**src/design/srpg_pkg.sv**
```systemverilog
// ----------------------------------------------------------------------------
// srpg_pkg
// Shared types, constants and register codes of the stepper ramp generator.
// ----------------------------------------------------------------------------
package srpg_pkg;

    localparam int DEF_NUM_MOTORS = 2;
    localparam int DEF_COUNT_BITS = 24;
    localparam int NUM_REGS       = 6;
    localparam int REG_IDX_BITS   = 3;
    localparam int IN_BITS        = 28;
    localparam int QUEUE_DEPTH    = 2;

    localparam logic [REG_IDX_BITS-1:0] REG_START  = 3'd0;
    localparam logic [REG_IDX_BITS-1:0] REG_TGT0   = 3'd1;
    localparam logic [REG_IDX_BITS-1:0] REG_TGT1   = 3'd2;
    localparam logic [REG_IDX_BITS-1:0] REG_RAMP   = 3'd3;
    localparam logic [REG_IDX_BITS-1:0] REG_PULSE  = 3'd4;
    localparam logic [REG_IDX_BITS-1:0] REG_HOLD   = 3'd5;

    // operation codes passed from front to back
    localparam logic [1:0] OP_TICK   = 2'd0;
    localparam logic [1:0] OP_START  = 2'd1;
    localparam logic [1:0] OP_OBST   = 2'd2;
    localparam logic [1:0] OP_IGNORE = 2'd3;

    typedef struct packed {
        logic [15:0] ramp_start;
        logic [15:0] tgt0;
        logic [15:0] tgt1;
        logic [15:0] max_ramp;
        logic [9:0]  pulse_high;
        logic [15:0] hold;
    } cfg_t;

    typedef struct packed {
        logic [1:0]  op;
        logic [2:0]  motor;
        logic [31:0] count;
        logic        dir;
    } cmd_t;

endpackage

```
**src/design/srpg_front.sv**
```systemverilog
// ----------------------------------------------------------------------------
// srpg_front
// Accept input transfers, classify them and push commands into a short queue.
// ----------------------------------------------------------------------------
module srpg_front
    import srpg_pkg::*;
#(
    parameter int NUM_MOTORS = DEF_NUM_MOTORS,
    parameter int COUNT_BITS = DEF_COUNT_BITS
) (
    input  logic                 aclk,
    input  logic                 aresetn,
    input  logic                 in_valid,
    output logic                 in_ready,
    input  logic [IN_BITS-1:0]   in_data,
    output logic                 q_valid,
    input  logic                 q_pop,
    output cmd_t                 q_cmd
);

    // keep only the count bits the motors can hold
    localparam logic [23:0] CNT_MASK = (COUNT_BITS >= 24) ? 24'hFFFFFF
                                     : 24'((33'd1 << COUNT_BITS) - 33'd1);

    cmd_t       mem_reg [QUEUE_DEPTH];
    logic       wr_ptr_reg, rd_ptr_reg;
    logic [1:0] cnt_reg;
    cmd_t       cmd;
    logic       push, pop;

    always_comb begin
        logic mode_b, motor_b, obst_b;
        logic [23:0] cnt_in;
        motor_b = in_data[0];
        cnt_in  = in_data[24:1] & CNT_MASK;
        obst_b  = in_data[26];
        mode_b  = in_data[27];
        cmd.motor = {2'b00, motor_b};
        cmd.count = 32'(cnt_in);
        cmd.dir   = in_data[25];
        if (mode_b) begin
            if (cnt_in == '0 || 32'(motor_b) >= NUM_MOTORS)
                cmd.op = OP_IGNORE;
            else
                cmd.op = OP_START;
        end else if (obst_b) begin
            cmd.op = OP_OBST;
        end else begin
            cmd.op = OP_TICK;
        end
    end

    assign in_ready = (cnt_reg != 2'(QUEUE_DEPTH));
    assign push     = in_valid && in_ready;
    assign pop      = q_pop && q_valid;
    assign q_valid  = (cnt_reg != 2'd0);
    assign q_cmd    = mem_reg[rd_ptr_reg];

    always_ff @(posedge aclk) begin
        if (push) mem_reg[wr_ptr_reg] <= cmd;
        if (!aresetn) begin
            wr_ptr_reg <= 1'b0;
            rd_ptr_reg <= 1'b0;
            cnt_reg    <= 2'd0;
        end else begin
            if (push) wr_ptr_reg <= ~wr_ptr_reg;
            if (pop)  rd_ptr_reg <= ~rd_ptr_reg;
            cnt_reg <= cnt_reg + 2'(push) - 2'(pop);
        end
    end

endmodule

```
**src/design/srpg_div.sv**
```systemverilog
// ----------------------------------------------------------------------------
// srpg_div
// Serial restoring divider, one quotient bit per cycle, unsigned operands.
// ----------------------------------------------------------------------------
module srpg_div (
    input  logic        aclk,
    input  logic        aresetn,
    input  logic        start,
    input  logic [47:0] dividend,
    input  logic [15:0] divisor,
    output logic        done,
    output logic [47:0] quotient
);

    logic [47:0] q_reg;
    logic [16:0] r_reg;
    logic [15:0] d_reg;
    logic [5:0]  n_reg;
    logic        busy_reg;
    logic [16:0] trial;

    assign trial    = {r_reg[15:0], q_reg[47]};
    assign quotient = q_reg;
    assign done     = busy_reg && (n_reg == 6'd0);

    always_ff @(posedge aclk) begin
        if (!aresetn) begin
            busy_reg <= 1'b0;
            n_reg    <= 6'd0;
        end else if (start) begin
            q_reg    <= dividend;
            r_reg    <= '0;
            d_reg    <= divisor;
            n_reg    <= 6'd48;
            busy_reg <= 1'b1;
        end else if (busy_reg) begin
            if (n_reg == 6'd0) begin
                busy_reg <= 1'b0;
            end else begin
                if (trial >= {1'b0, d_reg}) begin
                    r_reg <= trial - {1'b0, d_reg};
                    q_reg <= {q_reg[46:0], 1'b1};
                end else begin
                    r_reg <= trial;
                    q_reg <= {q_reg[46:0], 1'b0};
                end
                n_reg <= n_reg - 6'd1;
            end
        end
    end

endmodule

```
**src/design/srpg_back.sv**
```systemverilog
// ----------------------------------------------------------------------------
// srpg_back
// Execute queued commands motor by motor and present one result per command.
// ----------------------------------------------------------------------------
module srpg_back
    import srpg_pkg::*;
#(
    parameter int NUM_MOTORS = DEF_NUM_MOTORS,
    parameter int COUNT_BITS = DEF_COUNT_BITS
) (
    input  logic       aclk,
    input  logic       aresetn,
    input  cfg_t       cfg,
    input  logic       q_valid,
    output logic       q_pop,
    input  cmd_t       q_cmd,
    output logic       res_valid,
    input  logic       res_ready,
    output logic [6:0] res_data
);

    localparam int MB = (NUM_MOTORS > 1) ? $clog2(NUM_MOTORS) : 1;

    localparam logic [2:0] ST_IDLE  = 3'd0;
    localparam logic [2:0] ST_MOTOR = 3'd1;
    localparam logic [2:0] ST_DIV   = 3'd2;
    localparam logic [2:0] ST_WAIT  = 3'd3;
    localparam logic [2:0] ST_OUT   = 3'd4;

    logic [COUNT_BITS-1:0] rem_reg   [NUM_MOTORS];
    logic [COUNT_BITS-1:0] tot_reg   [NUM_MOTORS];
    logic [15:0]           ramp_reg  [NUM_MOTORS];
    logic                  high_reg  [NUM_MOTORS];
    logic [15:0]           ticks_reg [NUM_MOTORS];
    logic                  dir_reg   [NUM_MOTORS];

    logic [2:0]  state_reg;
    cmd_t        cmd_reg;
    logic [MB-1:0] m_reg;
    logic        ign_reg;
    logic        out_valid_reg;
    logic [6:0]  out_reg;
    logic [6:0]  out_next;

    logic        div_start, div_done;
    logic [47:0] div_q;
    logic        neg_reg;
    logic [16:0] base_reg;
    logic        use_sub_reg;
    logic [47:0] dividend_reg;

    // ramp delay operands for the motor in hand
    logic [15:0]           tgt;
    logic [16:0]           diff;
    logic                  diff_neg;
    logic [15:0]           dmag;
    logic [COUNT_BITS-1:0] done_steps;
    logic [COUNT_BITS-1:0] rem_c;
    logic [15:0]           ramp_c;
    logic                  in_accel, in_decel;
    logic [15:0]           num;
    logic [31:0]           prod;

    always_comb begin
        rem_c      = rem_reg[m_reg];
        ramp_c     = ramp_reg[m_reg];
        tgt        = (m_reg == '0) ? cfg.tgt0 : cfg.tgt1;
        diff       = {1'b0, cfg.ramp_start} - {1'b0, tgt};
        diff_neg   = diff[16];
        dmag       = diff_neg ? 16'(-diff) : diff[15:0];
        done_steps = tot_reg[m_reg] - rem_c;
        in_accel   = 32'(done_steps) < 32'(ramp_c);
        in_decel   = 32'(rem_c) <= 32'(ramp_c);
        // both terms stay below the ramp length inside the ramp
        num        = in_accel ? 16'(done_steps) : ramp_c - 16'(rem_c);
    end

    assign prod = dmag * num;

    srpg_div u_div (
        .aclk     (aclk),
        .aresetn  (aresetn),
        .start    (div_start),
        .dividend (dividend_reg),
        .divisor  (ramp_reg[m_reg]),
        .done     (div_done),
        .quotient (div_q)
    );

    // final delay: base -/+ quotient, clamped to 16 bits
    logic signed [49:0] dly;
    logic [15:0]        dly_c;
    logic [15:0]        dly_load;
    always_comb begin
        logic signed [49:0] qs;
        qs = neg_reg ? -$signed({2'b00, div_q}) : $signed({2'b00, div_q});
        dly = use_sub_reg ? $signed(50'(base_reg)) - qs : $signed(50'(base_reg)) + qs;
        if (dly < 0)               dly_c = 16'd0;
        else if (dly > 50'sd65535) dly_c = 16'hFFFF;
        else                       dly_c = dly[15:0];
        dly_load = (dly_c == 16'd0) ? 16'd0 : dly_c - 16'd1;
    end

    logic [15:0] pulse_load, hold_load;
    assign pulse_load = (cfg.pulse_high == 10'd0) ? 16'd0 : 16'(cfg.pulse_high - 10'd1);
    assign hold_load  = (cfg.hold == 16'd0) ? 16'd0 : cfg.hold - 16'd1;

    logic [15:0] half;
    assign half = (32'(cmd_reg.count) >> 1) > 32'(cfg.max_ramp) ? cfg.max_ramp
                : 16'(cmd_reg.count >> 1);

    assign q_pop     = (state_reg == ST_IDLE) && q_valid;
    assign res_valid = out_valid_reg;
    assign res_data  = out_reg;
    assign div_start = (state_reg == ST_DIV);

    always_comb begin
        logic [6:0] r;
        r = '0;
        r[0] = high_reg[0];
        r[2] = dir_reg[0];
        r[4] = (rem_reg[0] != '0);
        if (NUM_MOTORS > 1) begin
            r[1] = high_reg[NUM_MOTORS > 1 ? 1 : 0];
            r[3] = dir_reg[NUM_MOTORS > 1 ? 1 : 0];
            r[5] = (rem_reg[NUM_MOTORS > 1 ? 1 : 0] != '0);
        end
        r[6] = ign_reg;
        out_next = r;
    end

    always_ff @(posedge aclk) begin
        if (!aresetn) begin
            state_reg     <= ST_IDLE;
            out_valid_reg <= 1'b0;
            for (int i = 0; i < NUM_MOTORS; i++) begin
                rem_reg[i]   <= '0;
                tot_reg[i]   <= '0;
                ramp_reg[i]  <= '0;
                high_reg[i]  <= 1'b0;
                ticks_reg[i] <= '0;
                dir_reg[i]   <= 1'b0;
            end
        end else begin
            if (out_valid_reg && res_ready) out_valid_reg <= 1'b0;
            unique case (state_reg)
                ST_IDLE: begin
                    if (q_pop) begin
                        cmd_reg <= q_cmd;
                        ign_reg <= (q_cmd.op == OP_IGNORE);
                        m_reg   <= (q_cmd.op == OP_START) ? MB'(q_cmd.motor) : '0;
                        unique case (q_cmd.op)
                            OP_IGNORE: state_reg <= ST_OUT;
                            OP_START:  state_reg <= ST_MOTOR;
                            OP_OBST: begin
                                for (int i = 0; i < NUM_MOTORS; i++) begin
                                    high_reg[i]  <= 1'b0;
                                    ticks_reg[i] <= hold_load;
                                end
                                state_reg <= ST_OUT;
                            end
                            default: state_reg <= ST_MOTOR;
                        endcase
                    end
                end
                ST_MOTOR: begin
                    // one motor per visit; tick sweeps all motors
                    if (cmd_reg.op == OP_START) begin
                        rem_reg[m_reg]   <= COUNT_BITS'(cmd_reg.count);
                        tot_reg[m_reg]   <= COUNT_BITS'(cmd_reg.count);
                        dir_reg[m_reg]   <= cmd_reg.dir;
                        high_reg[m_reg]  <= 1'b0;
                        ticks_reg[m_reg] <= '0;
                        ramp_reg[m_reg]  <= half;
                        state_reg        <= ST_OUT;
                    end else if (rem_c == '0 || ticks_reg[m_reg] != '0 ||
                                 !high_reg[m_reg]) begin
                        if (rem_c != '0) begin
                            if (ticks_reg[m_reg] != '0)
                                ticks_reg[m_reg] <= ticks_reg[m_reg] - 16'd1;
                            else begin
                                high_reg[m_reg]  <= 1'b1;
                                ticks_reg[m_reg] <= pulse_load;
                            end
                        end
                        if (32'(m_reg) == NUM_MOTORS - 1) state_reg <= ST_OUT;
                        else m_reg <= m_reg + MB'(1);
                    end else begin
                        // end of high phase: compute low delay
                        neg_reg <= diff_neg;
                        if (ramp_c == 16'd0 || (!in_accel && !in_decel)) begin
                            dividend_reg <= '0;
                            base_reg     <= {1'b0, tgt};
                            use_sub_reg  <= 1'b0;
                        end else begin
                            dividend_reg <= 48'(prod);
                            if (in_accel) begin
                                base_reg    <= {1'b0, cfg.ramp_start};
                                use_sub_reg <= 1'b1;
                            end else begin
                                base_reg    <= {1'b0, tgt};
                                use_sub_reg <= 1'b0;
                            end
                        end
                        state_reg <= (ramp_c == 16'd0) ? ST_WAIT : ST_DIV;
                    end
                end
                ST_DIV: state_reg <= ST_WAIT;
                ST_WAIT: begin
                    if (div_done || ramp_c == 16'd0) begin
                        high_reg[m_reg]  <= 1'b0;
                        ticks_reg[m_reg] <= (ramp_c == 16'd0)
                            ? ((tgt == 16'd0) ? 16'd0 : tgt - 16'd1) : dly_load;
                        rem_reg[m_reg]   <= rem_c - COUNT_BITS'(1);
                        if (32'(m_reg) == NUM_MOTORS - 1) state_reg <= ST_OUT;
                        else begin
                            m_reg     <= m_reg + MB'(1);
                            state_reg <= ST_MOTOR;
                        end
                    end
                end
                ST_OUT: begin
                    if (!out_valid_reg) begin
                        out_reg       <= out_next;
                        out_valid_reg <= 1'b1;
                        state_reg     <= ST_IDLE;
                    end
                end
                default: state_reg <= ST_IDLE;
            endcase
        end
    end

endmodule

```
**src/design/stepper_ramp_pulse_generator_unit.sv**
```systemverilog
// ----------------------------------------------------------------------------
// stepper_ramp_pulse_generator_unit
// Two-motor trapezoidal step pulse generator with stream in/out ports.
// ----------------------------------------------------------------------------
// Each input transfer is a start command or one timer tick (tuser selects
// which) and yields one result transfer with the pin levels after it. A front
// stage classifies transfers into a two-entry queue; the back stage visits the
// motors one at a time. An obstacle or ignored command goes straight to the
// result, a start loads one motor, and a tick visits each motor in turn. A
// motor that ends its high phase waits for the 48-step serial divider that
// interpolates the ramp delay; the divider is skipped with a zero ramp length.
// Further transfers wait in the queue meanwhile.
// Registers are read live: write them while idle.
module stepper_ramp_pulse_generator_unit
    import srpg_pkg::*;
#(
    parameter int NUM_MOTORS = DEF_NUM_MOTORS,
    parameter int COUNT_BITS = DEF_COUNT_BITS
) (
    input  logic        aclk,
    input  logic        aresetn,
    // config write channel
    input  logic        cfg_valid,
    output logic        cfg_ready,
    input  logic [2:0]  cfg_index,
    input  logic [15:0] cfg_data,
    // tdata: motor, step_count[23:0], direction, obstacle; tuser: mode
    input  logic        s_tvalid,
    output logic        s_tready,
    input  logic [31:0] s_tdata,
    input  logic        s_tuser,
    // tdata: step_level_first, step_level_second, dir_level_first,
    //        dir_level_second, busy_first, busy_second, command_ignored
    output logic        m_tvalid,
    input  logic        m_tready,
    output logic [7:0]  m_tdata
);

    cfg_t cfg_reg;
    logic q_valid, q_pop;
    cmd_t q_cmd;
    logic [6:0] res;

    assign cfg_ready = 1'b1;

    // hold the register file; drop writes beyond the list
    always_ff @(posedge aclk) begin
        if (!aresetn) begin
            cfg_reg.ramp_start  <= 16'd3570;
            cfg_reg.tgt0        <= 16'd1000;
            cfg_reg.tgt1        <= 16'd1000;
            cfg_reg.max_ramp    <= 16'd1800;
            cfg_reg.pulse_high  <= 10'd100;
            cfg_reg.hold        <= 16'd500;
        end else if (cfg_valid) begin
            unique case (cfg_index)
                REG_START: cfg_reg.ramp_start  <= cfg_data;
                REG_TGT0:  cfg_reg.tgt0        <= cfg_data;
                REG_TGT1:  cfg_reg.tgt1        <= cfg_data;
                REG_RAMP:  cfg_reg.max_ramp    <= cfg_data;
                REG_PULSE: cfg_reg.pulse_high  <= cfg_data[9:0];
                REG_HOLD:  cfg_reg.hold        <= cfg_data;
                default: ;
            endcase
        end
    end

    srpg_front #(.NUM_MOTORS(NUM_MOTORS), .COUNT_BITS(COUNT_BITS)) u_front (
        .aclk     (aclk),
        .aresetn  (aresetn),
        .in_valid (s_tvalid),
        .in_ready (s_tready),
        .in_data  ({s_tuser, s_tdata[26:0]}),
        .q_valid  (q_valid),
        .q_pop    (q_pop),
        .q_cmd    (q_cmd)
    );

    srpg_back #(.NUM_MOTORS(NUM_MOTORS), .COUNT_BITS(COUNT_BITS)) u_back (
        .aclk      (aclk),
        .aresetn   (aresetn),
        .cfg       (cfg_reg),
        .q_valid   (q_valid),
        .q_pop     (q_pop),
        .q_cmd     (q_cmd),
        .res_valid (m_tvalid),
        .res_ready (m_tready),
        .res_data  (res)
    );

    assign m_tdata = {1'b0, res};

endmodule
```
**config.mk**
```make
export PLATFORM = sky130hd
export DESIGN_NAME = stepper_ramp_pulse_generator_unit
export DESIGN_NICKNAME = d
export VERILOG_FILES = /design/src/design/srpg_pkg.sv /design/src/design/srpg_front.sv /design/src/design/srpg_div.sv /design/src/design/srpg_back.sv /design/src/design/stepper_ramp_pulse_generator_unit.sv
export SDC_FILE = /design/constraint.sdc
export NUM_CORES = 2
export LEC_CHECK = 0
export BUFFER_PORTS_ARGS = -buffer_cell sky130_fd_sc_hd__buf_2
export CELL_PAD_IN_SITES_DETAIL_PLACEMENT = 2
export CELL_PAD_IN_SITES_GLOBAL_PLACEMENT = 2
export CORE_MARGIN = 8
export CORE_UTILIZATION = 40
export DETAILED_ROUTE_END_ITERATION = 16
export GPL_TIMING_DRIVEN = 0
export HOLD_SLACK_MARGIN = 0.06
export MAX_ROUTING_LAYER = met4
export PLACE_DENSITY = 0.83
export REMOVE_ABC_BUFFERS = 1
export SLEW_MARGIN = 20
export SYNTH_ARGS = -nofsm -noshare
export SYNTH_HDL_FRONTEND = slang
export SYNTH_SLANG_ARGS = --single-unit
```
**constraint.sdc**
```tcl
create_clock -name aclk -period 27.2 [get_ports aclk]
set_input_delay 5.44 -clock aclk [delete_from_list [all_inputs] [get_ports aclk]]
set_output_delay 5.44 -clock aclk [all_outputs]
set_load 0.01 [all_outputs]
```
# ---- After elaboration in Yosys (flattened, before gate mapping)
# Memory sizes are Yosys's and may differ from the RTL's. A register that Yosys moved wholly into a read port is not among the register bits.
# Index checks and enable logic that the tools add are counted.
dict set report totals {
  ram_bits 220
  out_inout_bits 11
  mem_count 7
  word_cells 269
  register_bits 296
}
# name depth word_bits read_ports rd_ports_with_merged_regs write_ports line
set memory_table {}
lappend memory_table {u_front.mem_reg 2 28 1 1 1 srpg_front.sv:25} ;# cmd_t mem_reg [QUEUE_DEPTH];
lappend memory_table {u_back.rem_reg 2 24 3 1 2 srpg_back.sv:30} ;# logic [COUNT_BITS-1:0] rem_reg [NUM_MOTORS];
lappend memory_table {u_back.tot_reg 2 24 1 1 2 srpg_back.sv:31} ;# logic [COUNT_BITS-1:0] tot_reg [NUM_MOTORS];
lappend memory_table {u_back.ramp_reg 2 16 1 1 2 srpg_back.sv:32} ;# logic [15:0] ramp_reg [NUM_MOTORS];
lappend memory_table {u_back.ticks_reg 2 16 1 1 2 srpg_back.sv:34} ;# logic [15:0] ticks_reg [NUM_MOTORS];
lappend memory_table {u_back.dir_reg 2 1 2 2 2 srpg_back.sv:35} ;# logic dir_reg [NUM_MOTORS];
lappend memory_table {{1 more memories} n/a n/a n/a n/a n/a n/a}
dict set report classes {
  bitwise 17
  addsub 18
  muxes 117
  n_mul 1
  eq_ne 21
  order_cmp 6
  reduce_logical 53
}
# operator count
set ops {}
lappend ops {{$mux W16} 23}
lappend ops {{$mux W48} 3}
lappend ops {{$mux W50} 2}
lappend ops {{$mux W24} 3}
lappend ops {{$reduce_bool A24 Y1} 3}
lappend ops {{$mux W1} 70}
lappend ops {{$logic_not A16 Y1} 4}
lappend ops {{$sub A16 B1 Y16 const B} 4}
lappend ops {{$add A18 B50 Y50} 1}
lappend ops {{$gt A50 B17 Y1 const B} 1}
lappend ops {{$lt A50 B1 Y1 const B} 1}
lappend ops {{$neg A48 Y50} 1}
lappend ops {{$sub A18 B50 Y50} 1}
lappend ops {{$logic_not A24 Y1} 2}
lappend ops {{$reduce_or A24 Y1} 2}
lappend ops {{$mul A16 B16 Y32} 1}
lappend ops {{$reduce_or A16 Y1} 2}
lappend ops {{$sub A16 B16 Y16} 2}
lappend ops {{$gt A31 B16 Y1} 1}
lappend ops {{$le A24 B16 Y1} 1}
lappend ops {{$lt A24 B16 Y1} 1}
lappend ops {{$mux W3} 8}
lappend ops {{$sub A24 B1 Y24 const B} 1}
lappend ops {{$sub A24 B24 Y24} 1}
lappend ops {{other kinds (37)} 94}

# ---- Longest topological paths before layout
dict set report logic_depth {
  ltp_word 13
  depth_mapped 64
  mapped_depth_nobuf 56
}

# ---- Cells and area by module
# Synthesis repeated with hierarchy kept, for this count alone.
dict set report unflattened {
  cells_unflattened 4334
  area_unflattened_um2 41407.2
}
# module area_per_inst_um2 cells_each instances seq_area_each_um2
set by_module_without_submodules {}
lappend by_module_without_submodules {srpg_back 31057.3 3511 1 7827.5}
lappend by_module_without_submodules {srpg_div 4421.7 350 1 2542.4}
lappend by_module_without_submodules {stepper_ramp_pulse_generator_unit 3495.9 335 1 1801.7}
lappend by_module_without_submodules {srpg_front 2432.3 138 1 1781.7}

# ---- Least setup slack after synthesis
# OpenSTA, ideal clock, no wires.
dict set report synth_path {
  kind {reg2reg}
  from {reg (tool-made name)}
  to {reg u_back.dividend_reg[30] (data pin)}
  arrival_ns 14.272
  path_stages_with_launch 60
  period_less_slack_ns 14.541
  required_time_ns 26.931
  path_buffers 10
  path_slack_ns 12.659
  cell_sequence {dfxtp_1 -> clkbuf_1 -> clkbuf_1 -> clkbuf_1 -> clkbuf_1 -> clkbuf_1 -> buf_1 -> clkbuf_1 -> clkbuf_1 -> mux2i_1 -> inv_1 -> ha_1 -> nor2b_1 -> o21ai_0 -> a21boi_0 -> o21ai_0 -> nand2b_1 -> a21o_1 -> [... 24 more ...] -> ha_1 -> fa_1 -> inv_1 -> fa_1 -> inv_1 -> ha_1 -> inv_1 -> o21bai_1 -> a2111oi_0 -> or3_1 -> o311a_1 -> a2111oi_0 -> o31a_1 -> o22ai_1 -> o21ai_0 -> o21ai_0 -> a21oi_1 -> a311oi_1}
}
# item line
set synth_lines {}
lappend synth_lines {{end signal, assigned} srpg_back.sv:196} ;# dividend_reg <= 48'(prod);
lappend synth_lines {{end, declared} srpg_back.sv:50} ;# logic [47:0] dividend_reg;

==> metrics.log <==
INFO  metric cts.path.max_buffers = 3
INFO  metric die_area = 109800 sq um
INFO  metric track_usage = 28.14%
INFO  metric vias_in_the_first_global_route = 37986
INFO  metric drc_errors = 0
INFO  metric timing.final.max_slew_violations = 0
INFO  metric total_number_of_vias = 33822
INFO  metric max-slew-margin-rel = 14.66%
INFO  metric cts.clk_slew.worst_paths = 0.06 ns
INFO  metric worst-slew-pin-transition = 1.270 ns
INFO  metric hold_buffers = 0
INFO  metric floorplan.initialDensity = 40.40%
INFO  metric fin_crit = 16.35 ns
INFO  metric area_growth_syn_to_layout = 10.41%
INFO  metric postSynthAreaPerCell = 9.248 sq um
INFO  metric tritoncts = built
INFO  metric pin_count = 68
INFO  metric critPathMaxStageDelay = 0.86 ns
INFO  metric met3_wirelength = 6481 um
INFO  metric ant_nets = 0
INFO  metric syn_area = 39770 sq um
INFO  metric die-height = 331.3 um
INFO  metric worstSkewPairLatency = 0.66 ns
INFO  metric core.rowCount = 115
INFO  metric worst_ep_required_time = 27.52 ns
INFO  metric cts_post_setup_buffers_inserted = 0
INFO  metric netlist.area_leader.share = 29.00%
INFO  metric detailedRoute.firstPassIterationCount = 5
INFO  metric io_buffer_count = 60
INFO  metric synthesis.instances = 4300
INFO  metric highest_layer = met4
INFO  metric avgViaCountPerCell = 6.007
INFO  metric starting_drc_count_in_detailed_routing = 2358
INFO  metric fraction_of_layout_instances_using_a_drive_strength_above_1 = 9.076%
INFO  metric ys_ff_latch = 493
INFO  metric synth.largest_area_cell = edfxtp_1
INFO  metric crit_path_top_delay_cell = a2111oi_0
INFO  metric max_cap_violation_count = 0
INFO  metric worstSetupPathType = register to register
INFO  metric worstSetupEndpointType = register
INFO  metric wl_met1 = 61510 um
INFO  metric dpl.hpwl = 115100 um
INFO  metric htree_num_levels = 2
INFO  metric cell_with_the_most_instances_after_synthesis = nand2_1
INFO  metric skew = 0.05830 ns
INFO  metric gpl.final_weighted_congestion = 0.8593
INFO  metric synth.cells.most_frequent = nand2_1, nor2_1, inv_1
INFO  metric clock_tree.root_cell = clkbuf_16
INFO  metric fp.coreArea = 98420 sq um
INFO  metric cts_resized = 0
INFO  metric timing.hold.worst.class = register to register
INFO  metric met2_wirelength = 79180 um
INFO  metric outcome = finished clean
INFO  metric post_synth_main_area_contributors = edfxtp_1, fa_1, ha_1, dfxtp_1, nand2_1
INFO  metric final_hold_viol_count = 0
INFO  metric post_synthesis_async_set_or_reset_flop_share = 0%
INFO  metric tcrit_tclk_final = 60.10%
INFO  metric grt_max_degree = 72
INFO  metric drt_wl_total = 155700 um
INFO  metric ys_types = 97
INFO  metric cts_sinks = 493
INFO  metric holdCritStartpoint = u_back.dir_reg[0]$_DFF_P_
INFO  metric max_clock_freq = 61.17 MHz
INFO  metric synthesis.yosys.warnings = 0
INFO  metric wl_per_cell = 27.66 um
INFO  metric rsz_0062_raised_after_global_routing = no
INFO  metric gr-total-overflow = 0
INFO  metric fin_setup_tns = 0 ns
INFO  metric grt_antenna_before_repair = 1
INFO  metric yosysSeqAreaShare = 34.48%
INFO  metric cts-buffers-inserted = 58
INFO  metric startpoint_type = register
INFO  metric grt_pass1_wl = 236800 um
INFO  metric nets = 4802
INFO  metric cp.arrival = 16.67 ns
INFO  metric postSynth.topFlopCell = edfxtp_1
INFO  metric largest_reg_flops = 90
INFO  metric path_max_fanout = 41
INFO  metric number_of_flops_mapped_to_enable_cells_by_yosys = 384
INFO  metric timing.final.setup_violations = 0
INFO  metric x_dimension_of_the_die = 331.3 um
## logic make-up (layout without fill, tap and decap cells)
family | Yosys count | in the layout | share of synthesized area [%]
flops | 493 | 493 | 34.48
compound gates | 669 | 669 | 10.87
mux | 209 | 209 | 5.547
simple gates | 1600 | 1600 | 19.16
fa+ha+maj | 450 | 450 | 17.92
xor+xnor | 280 | 280 | 6.221
other cells | 2 | 4 | 0.01889
buf+inv | 597 | 638 | 5.780
## worst paths after layout
check / to / slack [ns] / depth (start not counted)
max: u_back.dividend_reg[30]$_SDFFCE_PP0P_ / 10.85 / 50
min: m_tdata[2]$_DFFE_PP_ / 0.45 / 0
max reg2reg: u_back.dividend_reg[30]$_SDFFCE_PP0P_ / 10.85 / 50
min reg2reg: m_tdata[2]$_DFFE_PP_ / 0.45 / 0
## stage by stage
stage	hold slack (ns)	worst slack (ns)	utilization, %	std cells	area (sq um)
2_1_floorplan	0.4003	12.33	-	4125	39050
3_3_place_gp	0.4184	6.957	41.62	5472	40960
3_5_place_dp	0.4349	11.41	42.55	5522	41880
4_1_cts	0.4490	10.92	44.56	5628	43850
5_1_grt	0.4685	10.01	44.61	5629	43900
6_report	0.4529	10.85	44.61	5630	43900
## layout by cell type, fill, tap and decap left out, types with 17 or more instances in the layout
| cell type | count |
|---|---|
| mux2_2 | 91 |
| nor2b_1 | 50 |
| a21boi_0 | 22 |
| a41oi_1 | 19 |
| o31ai_1 | 23 |
| edfxtp_1 | 384 |
| nand2_1 | 492 |
| o21a_1 | 21 |
| nand3_1 | 108 |
| o211ai_1 | 17 |
| xnor2_1 | 170 |
| ha_1 | 251 |
| a21o_1 | 30 |
| clkbuf_16 | 59 |
| inv_1 | 416 |
| dfxtp_1 | 107 |
| a31oi_1 | 37 |
| xor2_1 | 98 |
| and3_1 | 66 |
| nor3_1 | 96 |
| buf_2 | 62 |
| or2_2 | 21 |
| a21oi_1 | 227 |
| nand4_1 | 46 |
| nor2_1 | 447 |
| nand2b_1 | 41 |
| o21ai_0 | 109 |
| fa_1 | 199 |
| nor4_1 | 46 |
| or3_1 | 27 |
| and2_1 | 57 |
| mux2i_1 | 112 |
## per-layer routing
metal / track usage, % / up-vias
met5: - / -
met1: 31.72 / 17460
li1: - / 14881
met3: 3.399 / 470
met2: 49.62 / 1011
met4: 13.35 / 0
## worst max-delay path: cells and delay by family (launching register included)
kind                       cells  cell delay [ns]
AOI/OAI and AO/OA             26             6.98
adders and majority gates      9             3.94
and+or+nand+nor                7             1.82
muxes                          2             1.49
buffers and inverters          6             1.02
DFF                            1             0.65
## final cells by class
class	count	area, sq um
Fill cell	10476	54510
Multi-Input combinational cell	3210	24020
Sequential cell	493	13720
Tap cell	1287	1610
Inverter	422	1587
Clock buffer	73	1563
Timing Repair Buffer	110	991.0
Clock inverter	33	410.4
Antenna cell	2	5.005
Power is left out: the tool's default activity adds up to more than one toggle a clock period on the data nets, which glitch-free logic cannot reach.
